`src/btm_pkg.sv`:
```
// Shared types and constants for the box trigger table match block.
// Used by the front, queue, back and top-level modules; depends on nothing.
package btm_pkg;

    localparam int COORD_W    = 32;
    localparam int ZONE_W     = 16;
    localparam int SLOT_W     = 6;
    localparam int CFG_W      = 7;
    localparam int DATA_W     = 32;
    localparam int PADDR_W    = 3;
    localparam int QUEUE_DEPTH = 2;
    localparam int QPTR_W     = 1;
    localparam int QCNT_W     = 2;

    // Register index of entries_in_use, taken from paddr[PADDR_W-1:2].
    localparam logic [PADDR_W-3:0] REG_ENTRIES = 1'b0;

    // Stored destination magnitudes at or above this (999998.0 in Q23.8) mean
    // "keep the current coordinate".
    localparam logic [COORD_W-1:0] MARK_LIMIT = 32'd255999488;

    typedef logic signed [COORD_W-1:0] coord_t;

    typedef enum logic [1:0]
    {
        OP_BOUNDS = 2'd0,
        OP_DEST   = 2'd1,
        OP_QUERY  = 2'd2
    } op_t;

    typedef enum logic [1:0]
    {
        ST_IDLE,
        ST_SCAN,
        ST_DONE
    } scan_state_t;

    typedef struct packed
    {
        op_t                op;
        logic [SLOT_W-1:0]  slot;
        coord_t             v0;
        coord_t             v1;
        coord_t             v2;
        coord_t             v3;
        coord_t             v4;
        coord_t             v5;
        logic [ZONE_W-1:0]  zone;
        logic [ZONE_W-1:0]  point;
    } item_t;

    typedef struct packed
    {
        coord_t             min_x;
        coord_t             max_x;
        coord_t             min_y;
        coord_t             max_y;
        coord_t             min_z;
        coord_t             max_z;
        logic [ZONE_W-1:0]  zone;
        logic [ZONE_W-1:0]  point;
    } bnd_row_t;

    typedef struct packed
    {
        coord_t x;
        coord_t y;
        coord_t z;
        coord_t heading;
    } dst_row_t;

    typedef struct packed
    {
        logic               hit;
        logic [ZONE_W-1:0]  zone;
        logic [ZONE_W-1:0]  point;
        coord_t             x;
        coord_t             y;
        coord_t             z;
        coord_t             heading;
    } result_t;

    // Returns the current coordinate when the stored one carries the marker.
    function automatic coord_t pick_coord(input coord_t dest, input coord_t cur);
        logic [COORD_W-1:0] mag;
        mag = dest[COORD_W-1] ? (~dest + COORD_W'(1)) : dest;
        return (mag >= MARK_LIMIT) ? cur : dest;
    endfunction

endpackage

```
`src/btm_queue.sv`:
```
// Short request queue between the front end and the scan engine.
// Depends on btm_pkg for the request type and depth.
module btm_queue (
    input  logic           clk,
    input  logic           rst_n,
    input  logic           push_valid,
    input  btm_pkg::item_t push_item,
    output logic           push_ready,
    output logic           pop_valid,
    output btm_pkg::item_t pop_item,
    input  logic           pop
);

    btm_pkg::item_t                 slot_reg [btm_pkg::QUEUE_DEPTH];
    logic [btm_pkg::QPTR_W-1:0]     wr_ptr_reg, wr_ptr_next;
    logic [btm_pkg::QPTR_W-1:0]     rd_ptr_reg, rd_ptr_next;
    logic [btm_pkg::QCNT_W-1:0]     count_reg, count_next;
    logic                           do_push;
    logic                           do_pop;

    assign push_ready = (count_reg != btm_pkg::QCNT_W'(btm_pkg::QUEUE_DEPTH));
    assign pop_valid  = (count_reg != '0);
    assign pop_item   = slot_reg[rd_ptr_reg];
    assign do_push    = push_valid && push_ready;
    assign do_pop     = pop && pop_valid;

    always_comb
    begin
        wr_ptr_next = do_push ? wr_ptr_reg + btm_pkg::QPTR_W'(1) : wr_ptr_reg;
        rd_ptr_next = do_pop ? rd_ptr_reg + btm_pkg::QPTR_W'(1) : rd_ptr_reg;
        count_next  = count_reg;
        if (do_push && !do_pop)
        begin
            count_next = count_reg + btm_pkg::QCNT_W'(1);
        end
        else if (do_pop && !do_push)
        begin
            count_next = count_reg - btm_pkg::QCNT_W'(1);
        end
    end

    always_ff @(posedge clk or negedge rst_n)
    begin
        if (!rst_n)
        begin
            wr_ptr_reg <= '0;
            rd_ptr_reg <= '0;
            count_reg  <= '0;
        end
        else
        begin
            wr_ptr_reg <= wr_ptr_next;
            rd_ptr_reg <= rd_ptr_next;
            count_reg  <= count_next;
        end
    end

    always_ff @(posedge clk)
    begin
        if (do_push)
        begin
            slot_reg[wr_ptr_reg] <= push_item;
        end
    end

endmodule

```
`config.mk`:
```
export PLATFORM = sky130hd
export DESIGN_NAME = btm_queue
export DESIGN_NICKNAME = d
export VERILOG_FILES = /design/src/btm_pkg.sv /design/src/btm_queue.sv
export SDC_FILE = /design/constraint.sdc
export NUM_CORES = 1
export LEC_CHECK = 0
export BUFFER_PORTS_ARGS = -buffer_cell sky130_fd_sc_hd__buf_4
export CAP_MARGIN = 20
export CORE_ASPECT_RATIO = 2
export CORE_MARGIN = 2
export CORE_UTILIZATION = 52
export CTS_BUF_LIST = sky130_fd_sc_hd__clkbuf_4 sky130_fd_sc_hd__clkbuf_8 sky130_fd_sc_hd__clkbuf_16
export CTS_CLUSTER_SIZE = 20
export DETAILED_ROUTE_END_ITERATION = 6
export PLACE_DENSITY_LB_ADDON = 0.25
export SLEW_MARGIN = 0
export SYNTH_ARGS = -nofsm -noshare
export SYNTH_HDL_FRONTEND = slang
export SYNTH_SLANG_ARGS = --single-unit
```
`constraint.sdc`:
```
create_clock -name clk -period 12.2 [get_ports clk]
set_input_delay 2.44 -clock clk [delete_from_list [all_inputs] [get_ports clk]]
set_output_delay 2.44 -clock clk [all_outputs]
set_load 0.01 [all_outputs]
```
==> qor.txt <==
Status -> finished, final reports clean
Max reg flops -> 464
CP Max Fanout -> 56
Row cnt -> 95
Overflow after GRT -> 0
DRT iter0 DRCs -> 347
Post-cts gate resize count -> 0
TritonCTS clock tree -> done
Ys Warns -> 0
Max Clock Skew -> 0.0100 ns
Sinks on Clock Net -> 468
Commonest non-fill, non-tap cell in the layout -> buf_4
CP cell instances -> buf_4 -> buf_4 -> mux2_2 -> buf_4
CP endpoint kind -> output pin
Leakage power -> 0.00902 µW
Io pins -> 470
Syn_nets -> 977
Clk pin slew, worst setup/hold paths -> 0.07 ns
Mapped Cells -> 740
Clock Latency Late Sink -> 0.53 ns
Cts hold-fix bufs -> 0
Slew HR -> 26.1%
CP required -> 9.76 ns
Ratio of final minimum period to clock period -> 49.9%
WS Path Type -> flip-flop to output pin
Max IR drop VDD -> 0.000254 V
Largest net degree at the start of global routing -> 82
Die Footprint -> 0.0355 mm²
Mapped Area -> 0.0176 mm²
Post-CTS Setup Inserts -> 0
Register area share after synthesis -> 79.6%
First-pass GRT wire length -> 55.1 mm
DR pass1 iterations -> 6
RSZ-0062 raised after global routing -> no
Final Hold Viols -> 0
Post-layout util -> 68.3%
Final net count -> 1,474
Post-synth cell types -> 15
Most frequent cells in the layout -> buf_4 (480), edfxtp_1 (464), mux2_4 (170)
Fmax achieved -> 164 MHz
Max H-tree Level -> 2
Share of layout cells above drive strength 1 -> 61.8%
Detail Route Antenna Nets -> 0
Initial Util -> 52.6%
Dpl hpwl -> 27.1 mm
Clock Path Buffers -> 3
Power Dens Cells -> 240 mW/mm²
Most used cell, CP -> buf_4
Critical path's slowest cell -> buf_4
CTS root buf -> clkbuf_16
Core Area -> 0.0335 mm²
Worst Tran Pin Value -> 1.11 ns
Via count of the first global-routing pass -> 9,421
Arrival time at the worst endpoint -> 3.65 ns
Slowest stage delay, CP -> 0.91 ns
Via count -> 8,723
Synthesized area per cell -> 23.8 µm²
Area Growth Syn to Fin -> 29.8%
DRC viols -> 0
Final WL -> 38.5 mm
Final setup violation count -> 0
MaxCap Viol Count -> 0
Drt wl/cell -> 22.5 µm
Slew Limit Fails -> 0
Fin Setup TNS -> 0 ns
CTS Buf Count -> 40
GP Congestion -> 0.792
Crit path time final -> 6.09 ns
DR vias/cell -> 5.11
IO Port Bufs -> 469
Worst Hold Class -> flip-flop to flip-flop
Startpoint type of the worst setup path -> flip-flop
Initial antenna violation count -> 7
Yosys reg bits -> 468
Die W -> 134 µm
GRT Util Overall -> 21.1%
Die Ht -> 264 µm
## worst paths after layout
kind                              startpoint               end  slack (ns)  cells after the start
worst max-delay path              rd_ptr_reg     pop_item[216]        6.11                      4
worst min-delay path            count_reg[1]      count_reg[1]        0.51                      1
worst max register to register  count_reg[0]  slot_reg[1][128]        9.10                      4
worst min register to register  count_reg[1]      count_reg[1]        0.51                      1
max in group asynchronous              rst_n        rd_ptr_reg       10.38                      1
min in group asynchronous              rst_n      count_reg[1]        1.70                      1
## Yosys cell counts (all sizes together)
library cell	n	area, µm²
or2	1	6.26
inv	1	3.75
xor2	2	17.5
ha	1	12.5
mux2	232	3250
nand2b	1	6.26
and3	1	6.26
nand2	2	7.51
edfxtp	464	13900
dfrtp	4	100
nor2	2	7.51
buf	26	255
xnor2	3	26.3
## metal layers
metal / GRT usage (%) / vias up / wire, µm
li1: - / 3941 / -
met5: 0 / - / 0
met4: 12.8 / 0 / 2200
met3: 5.70 / 95 / 2670
met1: 20.4 / 4314 / 12300
met2: 39.1 / 373 / 21300
## critical path: cells and delay by family, from the launching register on
family | cells | cell delay [ns]
buffers and inverters | 3 | 1.79
flip-flops | 1 | 0.73
multiplexers | 1 | 0.42
## area by class of cell
type	instances	area, µm²
clock buffers	55	1160
inverters	1	3.75
multi-input cells	245	3350
fillers	2262	10600
flip-flops and latches	468	14000
repair buffers	481	3630
clock inverters	15	150
well taps	436	546
diodes	7	17.5
## power by group
part | total [µW] | switching [µW] | leakage, µW | internal (µW)
sequential | 2310 | 111 | 0.00436 | 2200
clock | 1250 | 527 | 0.000655 | 727
combinational | 1930 | 909 | 0.00401 | 1020
## kinds of logic after synthesis
kind of cell | Yosys count | synth area share [%]
XOR/XNOR | 5 | 0.248
adder cells (fa/ha/maj) | 1 | 0.0709
buffers and inverters | 27 | 1.47
flip-flops | 468 | 79.6
multiplexers | 232 | 18.4
AND/OR/NAND/NOR | 7 | 0.192
## per-stage QoR
step	power [µW]	instances	hold slack (ns)	setup WS (ns)	instance area [µm²]
6_report	5500	1708	0.505	6.11	22900
5_1_grt	5710	1708	0.538	5.94	22900
4_1_cts	5550	1700	0.509	6.07	22800
3_5_place_dp	4290	1630	0.500	6.65	21500
3_3_place_gp	4260	1630	0.479	6.68	21500
2_1_floorplan	3560	740	0.456	3.16	17600
Power figures use the tool's default switching activity.
